### config.mk
export PLATFORM = sky130hd
export DESIGN_NAME = skat_ram
export DESIGN_NICKNAME = d
export VERILOG_FILES = /design/src/rtl/assert_macros.svh /design/src/rtl/skat_ram.sv
export SDC_FILE = /design/constraint.sdc
export NUM_CORES = 2
export LEC_CHECK = 0
export BUFFER_PORTS_ARGS = -buffer_cell sky130_fd_sc_hd__buf_2
export CAP_MARGIN = 20
export CORE_ASPECT_RATIO = 0.6
export CORE_MARGIN = 2
export CORE_UTILIZATION = 50
export DETAILED_ROUTE_END_ITERATION = 8
export PLACE_DENSITY = 0.74
export SYNTH_ARGS = -nofsm -noshare
export SYNTH_HDL_FRONTEND = slang
export SYNTH_SLANG_ARGS = --single-unit
### constraint.sdc
create_clock -name clk -period 6.55 [get_ports clk]
set_input_delay 0.655 -clock clk [delete_from_list [all_inputs] [get_ports clk]]
set_output_delay 0.655 -clock clk [all_outputs]
set_load 0.05 [all_outputs]
### src/rtl/assert_macros.svh
// ---------------------------------------------------------------------------
// assert_macros.svh
// shared assertion macros, clocked on clk and disabled during rst
// ---------------------------------------------------------------------------
`ifndef ASSERT_MACROS_SVH
`define ASSERT_MACROS_SVH

`ifndef NO_ASSERTIONS

// condition that must hold at every clock edge
`define ASSERT_ALWAYS(lbl, cond, msg) \
  lbl: assert property (@(posedge clk) disable iff (rst) (cond)) else $error(msg);

// antecedent implies consequent in the same cycle
`define ASSERT_IMPL(lbl, ante, cons, msg) \
  lbl: assert property (@(posedge clk) disable iff (rst) (ante) |-> (cons)) else $error(msg);

`else

`define ASSERT_ALWAYS(lbl, cond, msg)
`define ASSERT_IMPL(lbl, ante, cons, msg)

`endif

`endif

### src/rtl/skat_ram.sv
// ---------------------------------------------------------------------------
// skat_ram
// generic simple dual port ram, one write port, one registered read port
// ---------------------------------------------------------------------------
`default_nettype none

module skat_ram #(
  parameter int WIDTH = 32,
  parameter int DEPTH = 64
) (
  input  wire logic                     clk,
  input  wire logic                     we,
  input  wire logic [$clog2(DEPTH)-1:0] waddr,
  input  wire logic [WIDTH-1:0]         wdata,
  input  wire logic [$clog2(DEPTH)-1:0] raddr,
  output logic      [WIDTH-1:0]         rdata
);

  logic [WIDTH-1:0] mem [DEPTH];

  always_ff @(posedge clk) begin
    if (we) begin
      mem[waddr] <= wdata;
    end
    rdata <= mem[raddr];
  end

endmodule

`default_nettype wire

Word level (Yosys, flattened, before mapping)
Memory sizes are Yosys's and may differ from the RTL's. A register that Yosys moved wholly into a read port is not among the register bits.
Cells that the tools add are included.
- bits in latches: 0
- memory bits (read-only): 0
- memories: 1
- RAM bits: 2048
- flip-flop bits (word level): 0
- input port bits: 46
- equal/unequal tests: 0
- shift-type cells: 0
- divide/modulo/power cells: 0
- order comparisons: 0
- mux-type cells: 2
- bitwise logic cells: 0
- $add $sub $neg: 0
- multiply operators: 0
- reductions and logical operators: 0
- memory list (memory ; words ; width ; rd ports ; clocked after memory_dff ; write ports ; line ; source):
    mem ; 64 ; 32 ; 1 ; 1 ; 1 ; skat_ram.sv:19 ; logic [WIDTH-1:0] mem [DEPTH];
- operator list (kind ; count):
    1-bit 2-to-1 mux ; 2

Logic depth before layout (Yosys ltp)
- depth in word-level cells: 2
- mapped depth: 10
- depth with buffers taken out: 5

Worst setup path before layout
No wires, ideal clock.
- path kind: input-to-reg
- from: in waddr[3]
- to: mem mem[48][0], enable pin
- setup slack: 2.735 ns
- data required time: 6.089 ns
- cell stages on the path: 4
- arrival time: 3.354 ns
- buffers on the path: 1
- cell sequence: clkbuf_1 -> nor2b_1 -> nand4b_1 -> nor3_1
- RTL lines (item ; line ; source):
    from (decl) ; skat_ram.sv:13 ; input wire logic [$clog2(DEPTH)-1:0] waddr,
    to (decl) ; skat_ram.sv:19 ;
Straight into the memory's write port.

==> results.yml <==
power:
  power.switching_mw: 5.749
  p_int_mw: 20.95
  swShare_pct: 21.53
  power_frac_seq_pct: 55.4
  clock_power_share_pct: 38.8
  pwr_density_cell_mw_per_mm2: 303.6
  p_leak_nw: 27.16
  finalPower_mw: 26.70
  ir_drop_uv: 269.6
  combPwrFrac_pct: 5.8
worst_setup_path:
  crit_start: "raddr[0]"
  critPathCaptureType: "flip-flop"
  crit_path_end: "rdata[1]"
  crit_arrival_ns: 4.05
  cp_cell_sequence: "buf_8 > buf_4 > buf_4 > mux4_2 > mux2i_1 > a21oi_1 > a21oi_1 > nor2_1"
  cp_slowest_cell: "buf_8"
  critPathKind: "in -> reg"
  r2r-start: "mem[38][17]"
  cp_num_buf_inv: 3
  cp_num_cells: 8
  r2r_slack_ns: 4.08
  r2r_end: "rdata[17]"
  cp_top_family: "buffers and inverters"
  cp_max_fo: 67
  ff2ff_path_depth: 5
  crit_path_max_incr_delay_ns: 0.61
  cp-start-kind: "input pin"
  required_ns: 7.20
floorplan:
  core-area_mm2: 0.1557
  start_util_pct: 50.43
  ios: 78
  die_h_um: 311.0
  design.die.area_mm2: 0.1603
  die_w_um: 515.6
  row_count: 112
global_routing:
  overflow: 0
  antenna_found_initial: 14
  grt_pass1_vias: 37214
  grt_pass1_wl_um: 286200
  grt_max_degree: 132
  grt.total_usage_pct: 25.63
final_layout:
  fin_cells: 5772
  synthToLayoutAreaGrowth_pct: 12.03
  n_fill_cell: 10906
  design_area_mm2: 0.08796
  nets: 3575
  layout-drive-gt1-share_pct: 29.14
synth:
  yosysSeqAreaShare_pct: 79.14
  synth_edf_count: 2048
  yosysWarnings: 0
  syn-instance-count: 3324
  synth-main-ff-cell: "edfxtp_1"
  syn_area_mm2: 0.07852
  synth-async-reset-ratio_pct: 0
  ys_types: 34
  yosys_register_bits: 2080
  avgSynthCellArea_um2: 23.62
  syn-num-nets: 3370
sta:
  hold_viol: 0
  finalCritPeriodShare_pct: 51.83
  report.final.slew_viol_count: 0
  rsz0062_at_grt: "false"
  fmax_ghz: 0.2945
  finalSetupTns_ns: 0
  fin_skew_ns: 0.03536
  maxSlewHeadroom_pct: 24.87
  setup_violations: 0
  hold_slack_ns: 0.2640
  tightest_slew_ns: 1.127
  min_period_ns: 3.395
clock_network:
  cts_made_buffers: 171
  tritoncts: "yes"
  ctsRootBufferMaster: "clkbuf_16"
  cts_resized: 0
  clk_latency_ns: 0.80
  clock_sink_count: 2080
  clk_pin_slew_worst_paths_ns: 0.07
  cts_setup_buffers: 0
  hold_buffers: 0
  clock_path_buffers: 3
  htree_levels: 4
route:
  routedWlPerCell_um: 35.46
  antenna_left: 0
  drtPass1Iterations: 5
  drt_iter0_drc: 7327
  wirelength_um: 204700
  drc: 0
  vias_per_cell: 6.541
  vias: 37753
placement:
  placed_cell_area_mm2: 0.08231
  port_buffers: 77
  placed_cells: 5461
  hpwl_um: 110500
  place_congestion: 0.8403
run:
  drv_cap: 0
worst_hold_path:
  hold_path.class: "in -> reg"
run_status:
  status: "complete, no violations"
==> how the worst min path moves through the flow <==
stage | startpoint | to | slack (ns) | cells past startpoint
4_1_cts | wdata[29] | mem[46][29] | 0.20 | 1
3_3_place_gp | mem[28][4] | rdata[4] | 0.73 | 4
6_report | wdata[29] | mem[46][29] | 0.26 | 1
3_5_place_dp | mem[28][4] | rdata[4] | 0.76 | 4
2_1_floorplan | mem[12][17] | rdata[17] | 0.66 | 4
5_1_grt | wdata[5] | mem[44][5] | 0.25 | 1
==> sequential cells by signal, indices dropped and copies added (netlist names) <==
name	cells
rdata	32
mem	2048
==> cells by family (layout without fill, tap and decap cells) <==
family | Yosys count | in the layout | synth area share (%)
multiplexers | 637 | 637 | 16.79
flip-flops | 2080 | 2080 | 79.14
AO/OA/AOI/OAI | 202 | 202 | 1.673
AND/OR/NAND/NOR | 223 | 223 | 1.265
buffers and inverters | 182 | 516 | 1.128
other | 0 | 5 | 0
==> placed cells by master, fill, tap and decap left out, types with 62 or more instances in the layout <==
master     instances
buf_4            122
edfxtp_1        2048
o22ai_1           84
mux2i_1           93
nor2_4            62
nor2_1            75
clkbuf_16        179
a21oi_1           62
mux4_2           544
buf_2             73
==> synth_stat cells, drive strengths merged, types with 2 or more instances <==
cell type | count | area (um^2)
or2 | 3 | 18.78
nand3b | 5 | 37.54
mux2i | 93 | 930.9
or3b | 5 | 43.80
mux4 | 544 | 12250
and3 | 4 | 25.02
o22ai | 84 | 525.5
nand2 | 26 | 97.59
edfxtp | 2048 | 61500
or3 | 3 | 18.77
nand3 | 5 | 25.02
a41o | 4 | 40.04
nor2 | 137 | 514.2
nand4 | 2 | 12.51
clkbuf | 74 | 277.8
nand2b | 8 | 50.05
o32ai | 4 | 35.03
dfxtp | 32 | 640.6
nor2b | 15 | 93.84
buf | 108 | 608.1
o221ai | 27 | 236.5
and2 | 2 | 12.51
a311oi | 8 | 70.07
nor3 | 7 | 35.03
a21oi | 62 | 310.3
a22oi | 12 | 90.09
==> metal layers <==
metal	GRT usage [%]	vias up	part of all wire (%)
li1	-	14624	-
met3	9.480	294	16
met1	38.41	19952	38
met5	0	-	0.0093
met4	7.113	4	2.9
met2	35.53	2879	43
==> area by class of cell <==
cell class / count / area, um^2 / share of cell area, %
sequential: 2080 / 62140 / 70.65
multi-input combinational: 1062 / 15970 / 18.15
clock buffer: 224 / 4748 / 5.398
tap: 2109 / 2639 / 3.000
timing repair buffer: 214 / 1647 / 1.872
clock inverter: 78 / 805.8 / 0.9161
antenna: 5 / 12.51 / 0.01423
==> power by group through the flow <==
stage	Clock, mW	Combinational (mW)	Sequential (mW)
3_3_place_gp	0	1.47	15.1
2_1_floorplan	0	0.717	15.1
6_report	10.4	1.54	14.8
4_1_cts	10.5	1.51	14.8
3_5_place_dp	0	1.50	15.1
5_1_grt	11.0	1.60	14.8
==> through the flow <==
stage | utilization (%) | setup slack (ns)
CTS | 56.44 | 3.312
finish | 56.50 | 3.155
global route | 56.49 | 3.100
floorplan | - | 2.735
detailed placement | 52.87 | 2.482
global placement | 52.84 | 2.450
Note: power is estimated with default switching activity, not from simulation.
