## src/rtl/assert_macros.svh

```systemverilog
// ---------------------------------------------------------------------------
// assert_macros.svh
// shared assertion macros, clocked on clk and disabled during rst
// ---------------------------------------------------------------------------
`ifndef ASSERT_MACROS_SVH
`define ASSERT_MACROS_SVH

`ifndef NO_ASSERTIONS

// condition that must hold at every clock edge
`define ASSERT_ALWAYS(lbl, cond, msg) \
  lbl: assert property (@(posedge clk) disable iff (rst) (cond)) else $error(msg);

// antecedent implies consequent in the same cycle
`define ASSERT_IMPL(lbl, ante, cons, msg) \
  lbl: assert property (@(posedge clk) disable iff (rst) (ante) |-> (cons)) else $error(msg);

`else

`define ASSERT_ALWAYS(lbl, cond, msg)
`define ASSERT_IMPL(lbl, ante, cons, msg)

`endif

`endif

```

## src/rtl/skat_pkg.sv

```systemverilog
// ---------------------------------------------------------------------------
// skat_pkg
// types and constants of the sorted key accumulate table
// ---------------------------------------------------------------------------
`default_nettype none

package skat_pkg;

  localparam int DEFAULT_TABLE_DEPTH = 64;
  localparam int DEFAULT_POS_WIDTH   = 32;
  localparam int WEIGHT_WIDTH        = 32;

  // item kinds
  localparam logic KIND_INSERT = 1'b0;
  localparam logic KIND_POP    = 1'b1;

  // result status codes
  typedef logic [1:0] status_t;
  localparam status_t STATUS_OK    = 2'd0;
  localparam status_t STATUS_FULL  = 2'd1;
  localparam status_t STATUS_EMPTY = 2'd2;
  localparam status_t STATUS_SAT   = 2'd3;

  // sequencer states
  typedef enum logic [2:0] {
    ST_IDLE,
    ST_SCAN,
    ST_PLACE,
    ST_SHIFT_RD,
    ST_SHIFT_WR,
    ST_WRITE_NEW,
    ST_POP_RD,
    ST_FINISH
  } state_t;

  // result of the shared compare and add unit
  typedef struct packed {
    logic                           lt;
    logic                           eq;
    logic                           sat;
    logic signed [WEIGHT_WIDTH-1:0] sum;
  } alu_res_t;

endpackage

`default_nettype wire

```

## src/rtl/skat_alu.sv

```systemverilog
// ---------------------------------------------------------------------------
// skat_alu
// shared key compare and saturating q16.16 weight adder
// ---------------------------------------------------------------------------
`default_nettype none

module skat_alu #(
  parameter int KEY_WIDTH = skat_pkg::DEFAULT_POS_WIDTH
) (
  input  wire logic [KEY_WIDTH-1:0]                      key_a,
  input  wire logic [KEY_WIDTH-1:0]                      key_b,
  input  wire logic signed [skat_pkg::WEIGHT_WIDTH-1:0]  w_a,
  input  wire logic signed [skat_pkg::WEIGHT_WIDTH-1:0]  w_b,
  output skat_pkg::alu_res_t                             res
);

  localparam int WW = skat_pkg::WEIGHT_WIDTH;

  logic signed [WW:0] wide_sum;

  always_comb begin
    wide_sum = {w_a[WW-1], w_a} + {w_b[WW-1], w_b};
    res.lt   = key_a < key_b;
    res.eq   = key_a == key_b;
    // overflow when the two top bits of the wide sum disagree
    res.sat  = wide_sum[WW] != wide_sum[WW-1];
    if (res.sat) begin
      res.sum = wide_sum[WW] ? {1'b1, {(WW-1){1'b0}}} : {1'b0, {(WW-1){1'b1}}};
    end else begin
      res.sum = wide_sum[WW-1:0];
    end
  end

endmodule

`default_nettype wire

```

## config.mk

```make
export PLATFORM = sky130hd
export DESIGN_NAME = skat_alu
export DESIGN_NICKNAME = d
export VERILOG_FILES = /design/src/rtl/assert_macros.svh /design/src/rtl/skat_pkg.sv /design/src/rtl/skat_alu.sv
export SDC_FILE = /design/constraint.sdc
export NUM_CORES = 1
export LEC_CHECK = 0
export BUFFER_PORTS_ARGS = -buffer_cell sky130_fd_sc_hd__clkbuf_2
export CORE_AREA = 2 2 91 84
export DETAILED_ROUTE_END_ITERATION = 8
export DIE_AREA = 0 0 93 86
export PLACE_DENSITY_LB_ADDON = 0.1
export SLEW_MARGIN = 40
export SYNTH_ARGS = -nofsm -noshare
export SYNTH_HDL_FRONTEND = slang
export SYNTH_SLANG_ARGS = --single-unit
```

## constraint.sdc

```tcl
create_clock -name vclk -period 2.4
set_input_delay 0.12 -clock vclk [all_inputs]
set_output_delay 0.12 -clock vclk [all_outputs]
set_load 0.05 [all_outputs]
```

* Word-level counts from Yosys, hierarchy flattened
Index checks and enable logic that the tools add are counted.
Widths: inputs -> output; s select.
** Storage, ports and cells
- Register bits :: 0
- Logic and storage cells :: 6
** Operators by class
- $lt $le $gt $ge :: 1
- Add/subtract/negate cells :: 1
- Equality and inequality tests :: 2
- Mux-type cells :: 2
** Operators with widths (number)
- $mux 32 :: 2
- $add 32x32->33 :: 1
- $eq 32x32->1 :: 1
- $lt 32x32->1 :: 1
- $ne 1x1->1 :: 1

* Longest topological paths before layout
- Word-level depth :: 3
- Mapped depth :: 12
- Gate-level depth less buffers :: 11

* Worst setup path before layout
Ideal clock, no wire load.
- Kind :: input to output
- From :: in w_a[0] (netlist name)
- To :: out res[25] (netlist name)
- Slack :: -1.186 ns
- Cell stages on the path :: 10
- Data arrival time :: 3.466 ns
- Buffers on the path :: 0
- Required time :: 2.280 ns
- Cell sequence :: ha_1 fa_1 a211oi_1 o211ai_1 a22o_1 a211oi_1 o21ai_1 o21ai_2 xor2_2 o31ai_1
** RTL lines
- start, declared :: line skat_alu.sv:12 : input wire logic signed [skat_pkg::WEIGHT_WIDTH-1:0] w_a,
- end, declared :: line skat_alu.sv:14 : output skat_pkg::alu_res_t res

==> results.md <==
Run status:
- The run finished, with violations left.
- The final reports fail on negative setup slack.

Finish:
- Counting the fill cells in the layout gives 460.
- The net count of the finished layout is about 860.
- The multi-input combinational cells in the finished layout cover a total of about 3300 um^2.
- The share of final-layout standard cells stronger than drive strength 1 is 0.538.
- In the layout the commonest cells are sky130_fd_sc_hd__clkbuf_2 (128), sky130_fd_sc_hd__buf_4 (95), sky130_fd_sc_hd__ha_1 (50).
- The library cell used most frequently in the layout, excluding fill and tap cells, is sky130_fd_sc_hd__clkbuf_2.
- The area added between synthesis and finish is 89.9%.
- The clock buffer count is 0.
- At the end of the flow the core is filled with cells to 0.808.
- The area of all sequential standard cells is 0 um^2.
- The final layout contains a sequential cell count of 0.
- 0 antenna diodes ended up in the layout.

Die:
- The initial utilization of the core area, before any placement, comes to 0.426.
- The floorplan step set the die width to 93 um.
- The floorplan die area is 8000 um^2.
- The area of the core is 6970 um^2.
- The top-level I/O count is 163.
- The overall die height is 86 um.
- The number of cell rows is 29.

Logic synthesis:
- The average cell area after synthesis is 7.27 um^2.
- The combined area of all synthesized cells is 2970 um^2.
- The unique cell type count in the Yosys netlist is a little under 60.
- Yosys printed 0 warnings.
- Counting every net in the synthesized netlist gives approximately 600.
- Of the synthesized area, sequential elements account for 0.
- The synthesized instance count is 408.

Setup path:
- Counting both buffers and inverters, the worst setup path holds a total of 5.
- The kind of critical path is in2out.
- Among all stages on the critical path, the largest delay is contributed by sky130_fd_sc_hd__ha_1.
- The worst setup path is launched from an input port.
- The arrival time reported for the critical path endpoint is 2.67 ns.
- The kind of capture point of the worst setup path is an output pin.
- On the critical path the largest part of the delay comes from compound AO/OA/AOI/OAI gates.
- The maximum fanout count along the critical path is 4.
- The biggest cell delay along the critical path is 0.32 ns.
- The critical path goes through clkbuf_2, ha_1, o211ai_1, o211ai_1, nand3_1, o21ai_2, and3b_2, nor3_4, buf_4, buf_4, xor2_4, buf_12, o31ai_4, buf_8.
- STA puts the critical path data required time at ~2.3 ns.

Global route:
- The aggregate global routing overflow is 0.
- met2 is the most crowded layer.
- For this run, global-route usage on met2 was measured as 0.547.
- The met3 usage in global routing is 0.0228.
- The maximum number of pins on one net before global-route repair is 11.
- The met1 usage in global routing is 0.312.
- The first global-routing pass estimated 18,500 um of wire.
- Across every metal layer, demand over resource in global routing totals 0.275.
- The initial antenna violation count was 0.
- The via count of the first global-routing pass is 4,135.

Placed design:
- The final estimated routing congestion in global placement is around 0.94.
- The number of port buffers is approximately 160.
- Once detailed placement completed, the half-perimeter wirelength came to about 9000 um.
- The post-placement worst setup slack is -0.426 ns.

STA:
- The final number of setup-violating endpoints is 32.
- The final critical-path required period is ~2.8 ns.
- The hold violation total from the final report is 0.
- The relative max-transition margin is 0.665.
- Of the available clock period, the critical path in the final layout requires 1.16.
- Setup repair after global routing could not meet its margin everywhere.
- Across all hold checks on the routed design, the worst slack comes to 0.777 ns.
- The final-report max-slew violation count was 0.
- At the pin with the least slew margin, the transition time is approximately 0.49 ns.
- Derived from the worst setup path, the maximum achievable clock frequency is 359 MHz.
- In the post-route analysis, the smallest setup slack over all paths is -0.386 ns.
- The total negative slack is -9.81 ns.

Job:
- The max capacitance violation total is 0.

Power:
- Summed over all cells, the static leakage comes to around 2.9 nW.
- Across the VDD grid, the largest voltage drop is 0.000383 V.
- For this design the ratio of total power to cell area is 470 nW/um^2.

Routing:
- The first detailed-routing pass took 4 iterations.
- The total vias in the final route is between 4,000 and 5,000.
- The routed design has 11,700 um of wire.
- In the routed design, unresolved DRC markers number 0.
- Dividing the detail-routed wire length by the instance count gives approximately 15 um.
- The remaining antenna violation count after routing is 0.
- The number of vias per cell after detailed routing is approximately 5.4.
- The DRC marker count from the first detailed-route iteration is 255.

Min path:
- For hold timing, the worst endpoint is res[0].
- Along the worst hold path, the cell count comes to 5.
- The min-delay analysis places its worst path in the category in2out.
- The launch instance of the worst min-delay path is w_b[0].

Clock tree:
- Hold repair after CTS inserted 0 buffers.
[cells by family (layout without fill, tap and decap cells)]
group	after synthesis	after routing	share of synthesized area
xor gates and xnor gates	29	29	0.0882
AOI/OAI and AO/OA	172	172	0.400
adders and majority gates	66	66	0.280
buffers and inverters	54	310	0.0768
muxes	1	1	0.00338
and+or+nand+nor	86	86	0.152
[worst min-delay path: cells and delay by family]
family | cells | cell delay [ns]
AO/OA/AOI/OAI | 1 | 0.13
adder cells (fa/ha/maj) | 1 | 0.11
buffers and inverters | 3 | 0.29
[synth_stat cells, types with 7 or more instances]
cell type / instances / area, um^2
sky130_fd_sc_hd__inv_1: 41 / 154
sky130_fd_sc_hd__nand3_1: 9 / 45.0
sky130_fd_sc_hd__a21oi_2: 17 / 149
sky130_fd_sc_hd__xor2_1: 10 / 87.6
sky130_fd_sc_hd__nand4_1: 7 / 43.8
sky130_fd_sc_hd__a21oi_1: 40 / 200
sky130_fd_sc_hd__ha_1: 64 / 801
sky130_fd_sc_hd__o211ai_1: 9 / 67.6
sky130_fd_sc_hd__o21a_1: 8 / 60.1
sky130_fd_sc_hd__nand2_1: 18 / 67.6
sky130_fd_sc_hd__a21o_1: 25 / 188
sky130_fd_sc_hd__nor2_1: 19 / 71.3
sky130_fd_sc_hd__o21ai_0: 26 / 130
sky130_fd_sc_hd__buf_2: 8 / 40.0
sky130_fd_sc_hd__xnor2_1: 18 / 158
[layer usage]
metal / share of wire / vias to the layer above
met1: 0.38 / 1888
met4: 0.021 / 0
met2: 0.54 / 175
met3: 0.061 / 20
met5: 0 / -
li1: - / 2030
[cell type report]
type | count | share of cell area
Multi-Input combinational cell | 354 | 0.594
Timing Repair Buffer | 268 | 0.356
Inverter | 42 | 0.0289
Tap cell | 93 | 0.0207
[per-stage QoR]
stage | power (mW) | instance area, um^2 | instances
global route | 2.79 | 5630 | 757
global placement | 2.23 | 5150 | 745
finish | 2.65 | 5630 | 757
floorplan | 1.57 | 3520 | 408
detailed placement | 2.27 | 5150 | 745
CTS | 2.62 | 5580 | 755
[timing repair]
action                     in CTS  in global routing
gates cloned                    2                  0
pin swaps                       5                 10
resized for setup              71                 25
setup endpoints to repair      32                 33
setup buffers                   8                  6
[report_power, final]
part	internal [mW]	leakage (nW)	switching [mW]	total, mW
clock network	0	0	0	0
registers	0	0	0	0
logic	1.20	2.86	1.45	2.65
total	1.20	2.86	1.45	2.65
[worst max path at each step]
stage | end | depth (start not counted) | from | slack [ns]
finish | res[25] | 14 | w_a[3] | -0.39
global route | res[25] | 14 | w_a[3] | -0.44
CTS | res[25] | 14 | w_a[0] | -0.37
detailed placement | res[28] | 13 | w_a[0] | -0.43
global placement | res[25] | 11 | w_a[1] | -0.38
floorplan | res[25] | 10 | w_a[0] | -0.29
No activity file was read; power rests on OpenSTA's default activity.
